--- src/rtl/nshr_pkg.sv ---
// Shared types and codes for the nearest segment hit block.
// No dependencies.
`default_nettype none
package nshr_pkg;
  localparam logic MODE_DIV  = 1'b0;
  localparam logic MODE_SQRT = 1'b1;

  typedef struct packed {
    logic start;
    logic mode;
  } unit_ctl_t;
endpackage
`default_nettype wire

--- src/rtl/nshr_if.sv ---
// Valid/ready channel interfaces for edge items and result items.
// No dependencies.
`default_nettype none
interface nshr_in_if #(parameter int CB = 16, parameter int TB = 8);
  logic valid;
  logic ready;
  logic first;
  logic last;
  logic signed [CB-1:0] ray_start_x;
  logic signed [CB-1:0] ray_start_y;
  logic signed [CB-1:0] ray_end_x;
  logic signed [CB-1:0] ray_end_y;
  logic signed [CB-1:0] edge_a_x;
  logic signed [CB-1:0] edge_a_y;
  logic signed [CB-1:0] edge_b_x;
  logic signed [CB-1:0] edge_b_y;
  logic [TB-1:0] part_tag;
  logic is_robot;
  modport source(output valid, first, last, ray_start_x, ray_start_y, ray_end_x, ray_end_y,
                 edge_a_x, edge_a_y, edge_b_x, edge_b_y, part_tag, is_robot, input ready);
  modport sink(input valid, first, last, ray_start_x, ray_start_y, ray_end_x, ray_end_y,
               edge_a_x, edge_a_y, edge_b_x, edge_b_y, part_tag, is_robot, output ready);
endinterface

interface nshr_out_if #(parameter int CB = 16, parameter int TB = 8);
  logic valid;
  logic ready;
  logic hit;
  logic [CB:0] distance;
  logic signed [CB-1:0] hit_x;
  logic signed [CB-1:0] hit_y;
  logic [TB-1:0] hit_tag;
  modport source(output valid, hit, distance, hit_x, hit_y, hit_tag, input ready);
  modport sink(input valid, hit, distance, hit_x, hit_y, hit_tag, output ready);
endinterface
`default_nettype wire

--- src/rtl/nshr_unit.sv ---
// Shared restoring divide / square root unit, one result bit per cycle.
// Depends on nshr_pkg.
`default_nettype none
module nshr_unit #(
  parameter int NW  = 52,
  parameter int DVW = 35
) (
  input  logic                clk,
  input  logic                rst,
  input  nshr_pkg::unit_ctl_t ctl,
  input  logic [NW-1:0]       operand,
  input  logic [DVW-1:0]      divisor,
  output logic                busy,
  output logic                done,
  output logic [NW-1:0]       result,
  output logic                rem_nz
);
  localparam int RW = (DVW + 1 > NW / 2 + 3) ? DVW + 1 : NW / 2 + 3;
  localparam int CW = $clog2(NW + 1);

  logic          mode;
  logic [CW-1:0] cnt;
  logic [NW-1:0] opnd;
  logic [NW-1:0] res;
  logic [RW-1:0] rem;
  logic [DVW-1:0] dv;
  logic [RW-1:0] rem_sh;
  logic [RW-1:0] trial;
  logic          ge;

  always_comb begin
    if (mode == nshr_pkg::MODE_DIV) begin
      rem_sh = {rem[RW-2:0], opnd[NW-1]};
      trial  = RW'(dv);
    end else begin
      rem_sh = {rem[RW-3:0], opnd[NW-1:NW-2]};
      trial  = {res[RW-3:0], 2'b01};
    end
    ge = rem_sh >= trial;
  end

  always_ff @(posedge clk) begin
    if (rst) begin
      busy <= 1'b0;
      done <= 1'b0;
    end else begin
      done <= !ctl.start && busy && (cnt == CW'(1));
      if (ctl.start) begin
        busy <= 1'b1;
        mode <= ctl.mode;
        opnd <= operand;
        dv   <= divisor;
        res  <= '0;
        rem  <= '0;
        cnt  <= (ctl.mode == nshr_pkg::MODE_DIV) ? CW'(NW) : CW'(NW / 2);
      end else if (busy) begin
        rem <= ge ? rem_sh - trial : rem_sh;
        res <= {res[NW-2:0], ge};
        opnd <= (mode == nshr_pkg::MODE_DIV) ? {opnd[NW-2:0], 1'b0} : {opnd[NW-3:0], 2'b00};
        cnt <= cnt - 1'b1;
        if (cnt == CW'(1)) begin
          busy <= 1'b0;
        end
      end
    end
  end

  assign result = res;
  assign rem_nz = rem != '0;

`ifndef SYNTH
  a_start_busy: assert property (@(posedge clk) disable iff (rst) ctl.start |=> busy)
    else $error("unit not busy after start");
  a_done_idle: assert property (@(posedge clk) disable iff (rst) done |-> !busy)
    else $error("unit done while busy");
  a_no_restart: assert property (@(posedge clk) disable iff (rst) busy |-> !ctl.start)
    else $error("unit restarted while busy");
`endif
endmodule
`default_nettype wire

--- src/rtl/nearest_segment_hit_raycast.sv ---
// Per edge item, multiply steps, two square roots of NW/2 steps and two divides of NW steps
// share one unit; parallel or degenerate lines skip the divides and the second root, and a
// point that falls outside either segment skips the second root.
// Throughput: one item at a time; a result waiting in the output register stalls a last item.
// Reset (synchronous, rst high) clears the latched ray, both bests and all control state.
// Depends on nshr_pkg, nshr_if, nshr_unit.
`default_nettype none
module nearest_segment_hit_raycast #(
  parameter int COORD_BITS = 16,
  parameter int TAG_BITS   = 8
) (
  input logic clk,
  input logic rst,
  nshr_in_if.sink    inp,
  nshr_out_if.source res
);
  localparam int CB    = COORD_BITS;
  localparam int DW    = CB + 1;
  localparam int DEN_W = 2 * DW + 1;
  localparam int L_W   = 2 * CB + 1;
  localparam int NUM_W = L_W + DW + 1;
  localparam int PW    = L_W + DW;
  localparam int NW    = NUM_W + (NUM_W % 2);
  localparam int QW    = NW + 1;

  localparam logic [2:0] S_IDLE = 3'd0, S_MUL = 3'd1, S_LAUNCH = 3'd2, S_WAIT = 3'd3,
                         S_CHK = 3'd4, S_UPD = 3'd5, S_FIN = 3'd6;
  localparam logic [1:0] J_SQS = 2'd0, J_DIVX = 2'd1, J_DIVY = 2'd2, J_SQD = 2'd3;

  logic [2:0] state;
  logic [1:0] job;
  logic [3:0] step;

  logic signed [CB-1:0] sx, sy, tx, ty, ux, uy, vx, vy;
  logic last_r, robot_r;
  logic [TAG_BITS-1:0] tag_r;

  logic signed [NUM_W-1:0] acc;
  logic signed [DEN_W-1:0] den;
  logic signed [L_W-1:0]   l1, l2;
  logic signed [NUM_W-1:0] numx, numy, nstart, nd;
  logic signed [QW-1:0]    rx, ry;
  logic [CB:0]             sd;
  logic [NW-1:0]           dval;

  logic           ofound, rfound;
  logic [CB:0]    odist, rdist;
  logic [CB-1:0]  opx, opy, rpx, rpy;
  logic [TAG_BITS-1:0] otag, rtag;

  logic signed [DW-1:0] dsx, dsy, dux, duy, ax, ay;
  logic signed [L_W-1:0] ma;
  logic signed [DW-1:0]  mb;
  logic signed [PW-1:0]  prod;
  logic signed [NUM_W-1:0] sum;
  logic sub;

  nshr_pkg::unit_ctl_t uctl;
  logic [NW-1:0]    u_opnd;
  logic [DEN_W-1:0] u_div;
  logic u_busy, u_done, u_remnz;
  logic [NW-1:0] u_res;
  logic signed [QW-1:0] qv;
  logic qneg, within_all;

  function automatic logic [NUM_W-1:0] mag(input logic signed [NUM_W-1:0] v);
    mag = v[NUM_W-1] ? $unsigned(-v) : $unsigned(v);
  endfunction

  function automatic logic inr(input logic signed [QW-1:0] v,
                               input logic signed [CB-1:0] p, input logic signed [CB-1:0] q);
    logic signed [QW-1:0] lo, hi;
    lo = (p < q) ? QW'(p) : QW'(q);
    hi = (p < q) ? QW'(q) : QW'(p);
    inr = (lo <= v) && (v <= hi);
  endfunction

  assign dsx = DW'(sx) - DW'(tx);
  assign dsy = DW'(sy) - DW'(ty);
  assign dux = DW'(ux) - DW'(vx);
  assign duy = DW'(uy) - DW'(vy);
  assign ax  = DW'(sx) - DW'($signed(rx[CB-1:0]));
  assign ay  = DW'(sy) - DW'($signed(ry[CB-1:0]));

  always_comb begin
    ma = '0;
    mb = '0;
    sub = 1'b1;
    case (step)
      4'd0:  begin ma = L_W'(dsx); mb = duy; end
      4'd1:  begin ma = L_W'(dsy); mb = dux; end
      4'd2:  begin ma = L_W'(sx);  mb = DW'(ty); end
      4'd3:  begin ma = L_W'(sy);  mb = DW'(tx); end
      4'd4:  begin ma = L_W'(ux);  mb = DW'(vy); end
      4'd5:  begin ma = L_W'(uy);  mb = DW'(vx); end
      4'd6:  begin ma = l1;        mb = dux; end
      4'd7:  begin ma = l2;        mb = dsx; end
      4'd8:  begin ma = l1;        mb = duy; end
      4'd9:  begin ma = l2;        mb = dsy; end
      4'd10: begin ma = L_W'(dsx); mb = dsx; end
      4'd11: begin ma = L_W'(dsy); mb = dsy; sub = 1'b0; end
      4'd12: begin ma = L_W'(ax);  mb = ax; end
      4'd13: begin ma = L_W'(ay);  mb = ay; sub = 1'b0; end
      default: begin ma = '0; mb = '0; end
    endcase
    prod = ma * mb;
    sum  = sub ? acc - NUM_W'(prod) : acc + NUM_W'(prod);
  end

  always_comb begin
    uctl.start = state == S_LAUNCH;
    uctl.mode  = (job == J_SQS || job == J_SQD) ? nshr_pkg::MODE_SQRT : nshr_pkg::MODE_DIV;
    u_div      = $unsigned(den[DEN_W-1] ? -den : den);
    case (job)
      J_SQS:   u_opnd = NW'(mag(nstart));
      J_DIVX:  u_opnd = NW'(mag(numx));
      J_DIVY:  u_opnd = NW'(mag(numy));
      default: u_opnd = NW'(mag(nd));
    endcase
    qv   = $signed({1'b0, u_res});
    qneg = ((job == J_DIVX) ? numx[NUM_W-1] : numy[NUM_W-1]) ^ den[DEN_W-1];
    within_all = inr(rx, sx, tx) && inr(ry, sy, ty) && inr(rx, ux, vx) && inr(ry, uy, vy);
  end

  nshr_unit #(.NW(NW), .DVW(DEN_W)) u_unit (
    .clk(clk), .rst(rst), .ctl(uctl), .operand(u_opnd), .divisor(u_div),
    .busy(u_busy), .done(u_done), .result(u_res), .rem_nz(u_remnz)
  );

  assign inp.ready = state == S_IDLE;

  always_ff @(posedge clk) begin
    if (rst) begin
      state  <= S_IDLE;
      job    <= J_SQS;
      step   <= '0;
      sx <= '0; sy <= '0; tx <= '0; ty <= '0;
      ofound <= 1'b0; rfound <= 1'b0;
      odist <= '0; rdist <= '0;
      opx <= '0; opy <= '0; rpx <= '0; rpy <= '0;
      otag <= '0; rtag <= '0;
      res.valid <= 1'b0;
    end else begin
      if (res.valid && res.ready && !(state == S_FIN && last_r)) res.valid <= 1'b0;
      unique case (state)
        S_IDLE: if (inp.valid) begin
          if (inp.first) begin
            sx <= inp.ray_start_x; sy <= inp.ray_start_y;
            tx <= inp.ray_end_x;   ty <= inp.ray_end_y;
            ofound <= 1'b0; rfound <= 1'b0;
            odist <= '0; rdist <= '0;
            opx <= '0; opy <= '0; rpx <= '0; rpy <= '0;
            otag <= '0; rtag <= '0;
          end
          ux <= inp.edge_a_x; uy <= inp.edge_a_y;
          vx <= inp.edge_b_x; vy <= inp.edge_b_y;
          tag_r <= inp.part_tag; robot_r <= inp.is_robot; last_r <= inp.last;
          step <= '0;
          state <= S_MUL;
        end
        S_MUL: begin
          if (!step[0]) acc <= NUM_W'(prod);
          else begin
            case (step)
              4'd1:  den    <= DEN_W'(sum);
              4'd3:  l1     <= L_W'(sum);
              4'd5:  l2     <= L_W'(sum);
              4'd7:  numx   <= sum;
              4'd9:  numy   <= sum;
              4'd11: nstart <= sum;
              default: nd   <= sum;
            endcase
          end
          step <= step + 1'b1;
          if (step == 4'd11) begin
            job <= J_SQS;
            state <= S_LAUNCH;
          end else if (step == 4'd13) begin
            job <= J_SQD;
            state <= S_LAUNCH;
          end
        end
        S_LAUNCH: state <= S_WAIT;
        S_WAIT: if (u_done) begin
          case (job)
            J_SQS: begin
              sd <= (CB+1)'(u_res + NW'(u_remnz) + NW'(1));
              if (den != '0) begin
                job <= J_DIVX;
                state <= S_LAUNCH;
              end else state <= S_FIN;
            end
            J_DIVX: begin
              rx <= qneg ? -qv : qv;
              job <= J_DIVY;
              state <= S_LAUNCH;
            end
            J_DIVY: begin
              ry <= qneg ? -qv : qv;
              state <= S_CHK;
            end
            default: begin
              dval <= u_res;
              state <= S_UPD;
            end
          endcase
        end
        S_CHK: begin
          step <= 4'd12;
          state <= within_all ? S_MUL : S_FIN;
        end
        S_UPD: begin
          if (dval < NW'(sd)) begin
            if (robot_r) begin
              if (!rfound || (CB+1)'(dval) < rdist) begin
                rfound <= 1'b1; rdist <= (CB+1)'(dval);
                rpx <= rx[CB-1:0]; rpy <= ry[CB-1:0]; rtag <= tag_r;
              end
            end else if (!ofound || (CB+1)'(dval) < odist) begin
              ofound <= 1'b1; odist <= (CB+1)'(dval);
              opx <= rx[CB-1:0]; opy <= ry[CB-1:0]; otag <= tag_r;
            end
          end
          state <= S_FIN;
        end
        S_FIN: begin
          if (!last_r) state <= S_IDLE;
          else if (!res.valid || res.ready) begin
            res.valid <= 1'b1;
            if (rfound && (!ofound || rdist < odist)) begin
              res.hit <= 1'b1; res.distance <= rdist;
              res.hit_x <= rpx; res.hit_y <= rpy; res.hit_tag <= rtag;
            end else if (ofound) begin
              res.hit <= 1'b1; res.distance <= odist;
              res.hit_x <= opx; res.hit_y <= opy; res.hit_tag <= otag;
            end else begin
              res.hit <= 1'b0; res.distance <= sd;
              res.hit_x <= '0; res.hit_y <= '0; res.hit_tag <= '0;
            end
            state <= S_IDLE;
          end
        end
        default: state <= S_IDLE;
      endcase
    end
  end

`ifndef SYNTH
  a_busy_after_accept: assert property (@(posedge clk) disable iff (rst)
    (inp.valid && inp.ready) |=> state == S_MUL)
    else $error("item accepted but sequencer did not start");
  a_result_on_last: assert property (@(posedge clk) disable iff (rst)
    $rose(res.valid) |-> last_r)
    else $error("result produced for an item without last");
  a_unit_idle_when_ready: assert property (@(posedge clk) disable iff (rst)
    inp.ready |-> !u_busy)
    else $error("ready while the shared unit is busy");
`endif
endmodule
`default_nettype wire
--- src/flat_wrapper.sv ---
// flat-port wrapper written by rule: the top's interface ports become plain ports
module nearest_segment_hit_raycast_flat 
#(
  parameter int COORD_BITS = 16,
  parameter int TAG_BITS   = 8
)
  (clk, rst, inp_valid, inp_first, inp_last, inp_ray_start_x, inp_ray_start_y, inp_ray_end_x, inp_ray_end_y, inp_edge_a_x, inp_edge_a_y, inp_edge_b_x, inp_edge_b_y, inp_part_tag, inp_is_robot, inp_ready, res_valid, res_hit, res_distance, res_hit_x, res_hit_y, res_hit_tag, res_ready);
  nshr_in_if inp_i ();
  nshr_out_if res_i ();
  input logic clk;
  input logic rst;
  input wire logic [$bits(inp_i.valid)-1:0] inp_valid;
  input wire logic [$bits(inp_i.first)-1:0] inp_first;
  input wire logic [$bits(inp_i.last)-1:0] inp_last;
  input wire logic [$bits(inp_i.ray_start_x)-1:0] inp_ray_start_x;
  input wire logic [$bits(inp_i.ray_start_y)-1:0] inp_ray_start_y;
  input wire logic [$bits(inp_i.ray_end_x)-1:0] inp_ray_end_x;
  input wire logic [$bits(inp_i.ray_end_y)-1:0] inp_ray_end_y;
  input wire logic [$bits(inp_i.edge_a_x)-1:0] inp_edge_a_x;
  input wire logic [$bits(inp_i.edge_a_y)-1:0] inp_edge_a_y;
  input wire logic [$bits(inp_i.edge_b_x)-1:0] inp_edge_b_x;
  input wire logic [$bits(inp_i.edge_b_y)-1:0] inp_edge_b_y;
  input wire logic [$bits(inp_i.part_tag)-1:0] inp_part_tag;
  input wire logic [$bits(inp_i.is_robot)-1:0] inp_is_robot;
  output wire logic [$bits(inp_i.ready)-1:0] inp_ready;
  output wire logic [$bits(res_i.valid)-1:0] res_valid;
  output wire logic [$bits(res_i.hit)-1:0] res_hit;
  output wire logic [$bits(res_i.distance)-1:0] res_distance;
  output wire logic [$bits(res_i.hit_x)-1:0] res_hit_x;
  output wire logic [$bits(res_i.hit_y)-1:0] res_hit_y;
  output wire logic [$bits(res_i.hit_tag)-1:0] res_hit_tag;
  input wire logic [$bits(res_i.ready)-1:0] res_ready;
  assign inp_i.valid = inp_valid;
  assign inp_i.first = inp_first;
  assign inp_i.last = inp_last;
  assign inp_i.ray_start_x = inp_ray_start_x;
  assign inp_i.ray_start_y = inp_ray_start_y;
  assign inp_i.ray_end_x = inp_ray_end_x;
  assign inp_i.ray_end_y = inp_ray_end_y;
  assign inp_i.edge_a_x = inp_edge_a_x;
  assign inp_i.edge_a_y = inp_edge_a_y;
  assign inp_i.edge_b_x = inp_edge_b_x;
  assign inp_i.edge_b_y = inp_edge_b_y;
  assign inp_i.part_tag = inp_part_tag;
  assign inp_i.is_robot = inp_is_robot;
  assign inp_ready = inp_i.ready;
  assign res_valid = res_i.valid;
  assign res_hit = res_i.hit;
  assign res_distance = res_i.distance;
  assign res_hit_x = res_i.hit_x;
  assign res_hit_y = res_i.hit_y;
  assign res_hit_tag = res_i.hit_tag;
  assign res_i.ready = res_ready;
  nearest_segment_hit_raycast #(.COORD_BITS(COORD_BITS), .TAG_BITS(TAG_BITS)) u_core (.clk(clk), .rst(rst), .inp(inp_i), .res(res_i));
endmodule
--- config.mk ---
export PLATFORM = sky130hd
export DESIGN_NAME = nearest_segment_hit_raycast_flat
export DESIGN_NICKNAME = d
export VERILOG_FILES = /design/src/rtl/nshr_pkg.sv /design/src/rtl/nshr_if.sv /design/src/rtl/nshr_unit.sv /design/src/rtl/nearest_segment_hit_raycast.sv /design/src/flat_wrapper.sv
export SDC_FILE = /design/constraint.sdc
export NUM_CORES = 2
export LEC_CHECK = 0
export ABC_AREA = 1
export BUFFER_PORTS_ARGS = -buffer_cell sky130_fd_sc_hd__buf_2
export CAP_MARGIN = 20
export CORE_ASPECT_RATIO = 0.9
export CORE_UTILIZATION = 50
export CTS_BUF_LIST = sky130_fd_sc_hd__clkbuf_4 sky130_fd_sc_hd__clkbuf_8
export CTS_CLUSTER_SIZE = 14
export DETAILED_ROUTE_END_ITERATION = 6
export GPL_TIMING_DRIVEN = 0
export PLACE_DENSITY_LB_ADDON = 0.3
export SLEW_MARGIN = 20
export SYNTH_ARGS = -nofsm -noshare
export SYNTH_HDL_FRONTEND = slang
export SYNTH_SLANG_ARGS = --single-unit
--- constraint.sdc ---
create_clock -name clk -period 40.6 [get_ports clk]
set_input_delay 6.09 -clock clk [delete_from_list [all_inputs] [get_ports clk]]
set_output_delay 6.09 -clock clk [all_outputs]
set_load 0.005 [all_outputs]
== Word level (Yosys, flattened, before mapping) ==
Cells that the tools add are included.

* Register bits: 1036
* Output and inout bits: 60
* Logic and storage cells: 306

* $add $sub $neg: 19
* $mul: 1
* Magnitude comparators: 17
* Equal/unequal tests: 35
* Mux-type cells: 113
* Bitwise operators: 5
* Reductions and logical operators: 65

{| class="wikitable"
|+ Operators by type and width
! cell !! count
|-
| 53-bit 2-to-1 mux || 9
|-
| 53-bit <= comparator || 8
|-
| 33-bit case mux with 10 select lines || 1
|-
| 16-bit 2-to-1 mux || 18
|-
| 51-bit 2-to-1 mux || 5
|-
| 52-bit 2-to-1 mux || 4
|-
| 51-bit negator || 4
|-
| 17-bit 2-to-1 mux || 10
|-
| 17-bit case mux with 10 select lines || 1
|-
| 51-bit case mux with 3 select lines || 1
|-
| 36-bit 2-to-1 mux || 4
|-
| 16-bit case mux with 2 select lines || 4
|-
| 16-bit by 16-bit subtractor with 17-bit output || 6
|-
| 8-bit 2-to-1 mux || 10
|-
| 17-bit case mux with 2 select lines || 2
|-
| 16-bit less-than comparator || 4
|-
| 52-bit negator with 53-bit output || 1
|-
| 52-bit by 17-bit less-than comparator with 1-bit output || 1
|-
| 4-bit AND reduction || 13
|-
| 50-bit by 50-bit adder with 51-bit output || 1
|-
| 17-bit less-than comparator || 3
|-
| 50-bit by 50-bit subtractor with 51-bit output || 1
|-
| 33-bit by 17-bit multiplier with 50-bit output || 1
|-
| 36-bit greater-or-equal comparator || 1
|-
| 51 further kinds || 142
|}

== Depth between registers and ports, before layout ==
* Depth after elaboration: 9
* Gate-level depth with buffers: 65
* Mapped depth without buffers: 64

== Cells and area by module ==
A second synthesis with hierarchy kept.

* Cells, all modules: 12191
* Area total of the unflattened synthesis: 94419.3 um2

{| class="wikitable"
|+ Modules (own cells, without submodules)
! module !! instances !! cells each !! area an instance (um2)
|-
| nearest_segment_hit_raycast || 1 || 10673 || 82698.1
|-
| nshr_unit || 1 || 1518 || 11721.2
|}

== Worst setup path before layout ==
OpenSTA, ideal clock, no wires.

* Path type: input to register
* Start point: input port rst
* End point: register u_core.u_unit.cnt[0], enable pin
* Data arrival time: 16.682 ns
* Required time: 39.747 ns
* Path slack: 23.064 ns
* Stages: 3
* Path through: clkbuf_1 clkbuf_1 o21ai_0

* Cells in the longest elaborated chain, start to end: 2

{| class="wikitable"
|+ Ends and longest elaborated chain
! item !! RTL line !! text
|-
| from (decl) || flat_wrapper.sv:11 || <nowiki>input logic rst;</nowiki>
|-
| 1-bit inverter (no line) || - ||
|-
| 2-bit AND reduction (no line) || - ||
|-
| to (signal assigned) || nshr_unit.sv:55 || <nowiki>cnt <= (ctl.mode == nshr_pkg::MODE_DIV) ? CW'(NW) : CW'(NW / 2);</nowiki>
|-
| to (signal assigned) || nshr_unit.sv:60 || <nowiki>cnt <= cnt - 1'b1;</nowiki>
|-
| to (decl) || nshr_unit.sv:22 || <nowiki>logic [CW-1:0] cnt;</nowiki>
|}

No other way between the ends.
A chain may end at the register's enable or synchronous reset.

== Worst setup path after layout ==
* Start point: register u_core.sx[1]
* End point: register u_core.numx[39], data pin

* Cells in the longest elaborated chain, start to end: 5
* Elaborated cells between the ends (all ways): 8
* Those cells by class: 4 x add/sub; 1 x mul; 3 x mux

{| class="wikitable"
|+ Ends and longest elaborated chain
! item !! RTL line !! text
|-
| from (decl) || nearest_segment_hit_raycast.sv:34 || <nowiki>logic signed [CB-1:0] sx, sy, tx, ty, ux, uy, vx, vy;</nowiki>
|-
| from (signal assigned) || nearest_segment_hit_raycast.sv:148 || <nowiki>sx <= inp.ray_start_x; sy <= inp.ray_start_y;</nowiki>
|-
| 16-bit by 16-bit subtractor with 17-bit output (on tied branches) || nearest_segment_hit_raycast.sv:82, nearest_segment_hit_raycast.sv:78 ||
|-
| 33-bit case mux with 10 select lines / 17-bit case mux with 10 select lines (equally long branches) || nearest_segment_hit_raycast.sv:89 || <nowiki>case (step)</nowiki>
|-
| 33-bit by 17-bit multiplier with 50-bit output (*) || nearest_segment_hit_raycast.sv:106 || <nowiki>prod = ma * mb;</nowiki>
|-
| 50-bit by 50-bit subtractor with 51-bit output / 50-bit by 50-bit adder with 51-bit output (equally long branches) || nearest_segment_hit_raycast.sv:107 || <nowiki>sum = sub ? acc - NUM_W'(prod) : acc + NUM_W'(prod);</nowiki>
|-
| 51-bit 2-to-1 mux (*) || nearest_segment_hit_raycast.sv:107 ||
|-
| named net u_core.sum[39] || nearest_segment_hit_raycast.sv:55 || <nowiki>logic signed [NUM_W-1:0] sum;</nowiki>
|-
| to (signal assigned) || nearest_segment_hit_raycast.sv:168 || <nowiki>4'd7: numx <= sum;</nowiki>
|-
| to (decl) || nearest_segment_hit_raycast.sv:41 || <nowiki>logic signed [NUM_W-1:0] numx, numy, nstart, nd;</nowiki>
|}

The timed path passes the listed nets; every way through them passes the cells marked *.

==> impl_metrics.yaml <==
outcome:
  status: "complete, no violations"
synth:
  syn_nets: 13412
  ys_top_cells_by_area: "edfxtp_1 (27%), fa_1 (12%), nand2_1 (11%), ha_1 (11%), inv_1 (7.7%)"
  yosysTopAreaCellShare_pct: 27.17
  synth_top_area_cell: "edfxtp_1"
  synth-adder-area-share_pct: 22.53
  synthMuxAreaShare_pct: 0.1502
  synth_area_um2: 93280
  synth-compound-area-share_pct: 11.76
  synth_xor_area_share_pct: 2.600
  synth_edf_count: 844
  ys.flop_type: "edfxtp_1"
  ys_ff_latch: 1036
  syn_area_per_cell_um2: 7.828
  synth_top_family_by_area: "adder cells"
  synthCells: 11916
  synth_simple_gate_area_share_pct: 22.26
  async_flop_share_pct: 0
  ys_seq_area_share_pct: 31.29
  synth.distinct_cells: 71
  synth_warnings: 0
finish:
  layout_common_cells: "nand2_1 (2790), inv_1 (1915), nor2_1 (1020)"
  fill_cells: 17331
  area_growth_pct: 10.66
  drive_gt1_share_pct: 6.845
  finalNonFillerCells: 14986
  finish.net_count: 13863
  postLayoutCoreUtil_pct: 55.67
  final_common_cell: "nand2_1"
grt:
  grt_pass1_vias: 83653
  grt_overflow: 0
  grt_antenna_before_repair: 26
  grt_pass1_wl_mm: 559.0
  track_usage_pct: 40.75
  grt_max_degree: 33
floorplanning:
  dieHeight_um: 411.8
  initial_core_util_pct: 50.30
  die_x_um: 457.3
  io_pins: 203
  core_area_um2: 185400
  rows: 150
  die_area_um2: 188300
min_path:
  hp-class: "reg -> reg"
setup_path:
  end_kind: "flop"
  startpoint_type: "flop"
  crit_top_cell: "nand2_1"
  required_ns: 41.27
  crit_slowest_cell: "clkbuf_1"
  cp_data_arrival_time_ns: 14.22
  crit_type: "reg -> reg"
  cp_max_fo: 10
  cpPeakStageDelay_ns: 0.67
clock_tree:
  numCtsBuffers: 178
  cts_buffer_depth: 3
  htreeDepth: 4
  cts_tree: "yes"
  clkSlewWorstSetupHoldPaths_ns: 0.07
  post_cts_resized: 0
  cts_hold_buf: 0
  cts_root_buf: "clkbuf_8"
  post_cts_buffers: 0
  clkSinkCount: 1036
  clk_latency_ns: 1.02
sta:
  max_freq_ghz: 0.07381
  worst_slew_pin_slew_ns: 1.320
  min_period_ns: 13.55
  postLayoutSetupSlackWorst_ns: 27.05
  setup_violations: 0
  final.setup.tns_ns: 0
  rsz0062_at_grt: "false"
  drv_slew: 0
  slew_headroom_pct: 11.68
  finalCritPeriodShare_pct: 33.37
  fin_skew_ns: 0.08631
  hold_violations: 0
route:
  ant_nets: 0
  wl_mm: 388.9
  wl_per_cell_um: 25.95
  vias: 88368
  first_pass_iters: 7
  drt-vias-per-instance: 5.897
  drcViolationCount: 0
  drt-initial-drc-count: 10692
placed_design:
  pre_cts_ws_ns: 27.54
  dp_hpwl_mm: 322.9
  place.gp.congestion: 1.085
  io_buffer_count: 201
  dp_cells: 14619
job:
  maxCapViolations: 0
## cell families (layout without fill, tap and decap cells)
kind of cell               count (synthesis)  in the layout
xor gates and xnor gates                 276            276
DFF                                     1036           1036
other                                      0             33
AOI/OAI and AO/OA                       1998           1998
buffers and inverters                   2294           2899
and+or+nand+nor                         4945           4945
muxes                                     14             14
adders and majority gates               1353           1353
## critical path: cells and delay by family, from the launching register on
kind                     cells  cell delay, ns
buffers and inverters        7            1.38
adder cells (fa/ha/maj)      9            4.52
AND/OR/NAND/NOR             21            3.31
AO/OA/AOI/OAI                8            1.98
XOR/XNOR                     3            1.41
flip-flops                   1            0.60
## worst paths after layout
check                                start              end  slack [ns]  cells after the start
setup / recovery              u_core.sx[1]  u_core.numx[39]       27.05                     48
hold / removal    u_core.u_unit.result[15]  u_core.dval[15]        0.46                      0
setup reg to reg              u_core.sx[1]  u_core.numx[39]       27.05                     48
hold reg to reg   u_core.u_unit.result[15]  u_core.dval[15]        0.46                      0
## sequential cells by signal, summed over array words and instances, names as in the netlist, 35 cells and up
| name | cells |
|---|---|
| u_core.numx | 51 |
| u_core.u_unit.rem | 36 |
| u_core.dval | 52 |
| u_core.den | 35 |
| u_core.nd | 51 |
| u_core.u_unit.result | 52 |
| u_core.nstart | 51 |
| u_core.acc | 50 |
| u_core.numy | 51 |
| u_core.u_unit.dv | 35 |
| u_core.ry | 53 |
| u_core.u_unit.opnd | 52 |
| u_core.rx | 53 |
## layout make-up
class | count | area [um2] | area share [%]
multi-input combinational | 8586 | 55720 | 53.98
sequential | 1036 | 29190 | 28.28
inverter | 1949 | 7316 | 7.087
clock buffer | 253 | 3163 | 3.064
tap | 2432 | 3043 | 2.948
timing repair buffer | 271 | 2176 | 2.108
buffer | 345 | 1470 | 1.424
clock inverter | 81 | 1062 | 1.029
antenna | 33 | 82.58 | 0.08000
## Yosys cell counts (all sizes together) (181+ instances only)
library cell,instances
a21oi,826
clkbuf,240
dfxtp,192
edfxtp,844
fa,544
ha,809
inv,1941
nand2,2809
nand3,553
nand4,181
nor2,1058
o21ai,795
xor2,213
## metal layers
layer  track usage, %  share of wire [%]  wire, um  vias up
met4            28.71                8.4     32550        4
met5                0             0.0057        22        -
met1            51.81                 39    150800    42208
li1                 -                  -         -    40155
met2            62.17                 43    167800     4986
met3            8.331                9.7     37700     1015
## metrics by stage
stage          area (um2)  hold WS [ns]
2_1_floorplan       93280        0.4253
3_3_place_gp        97330        0.4351
3_5_place_dp        98910        0.4430
4_1_cts            103100        0.4492
5_1_grt            103200        0.4567
6_report           103200        0.4634
Power is left out: the tool's default activity adds up to more than one toggle a clock period on the data nets, which glitch-free logic cannot reach.
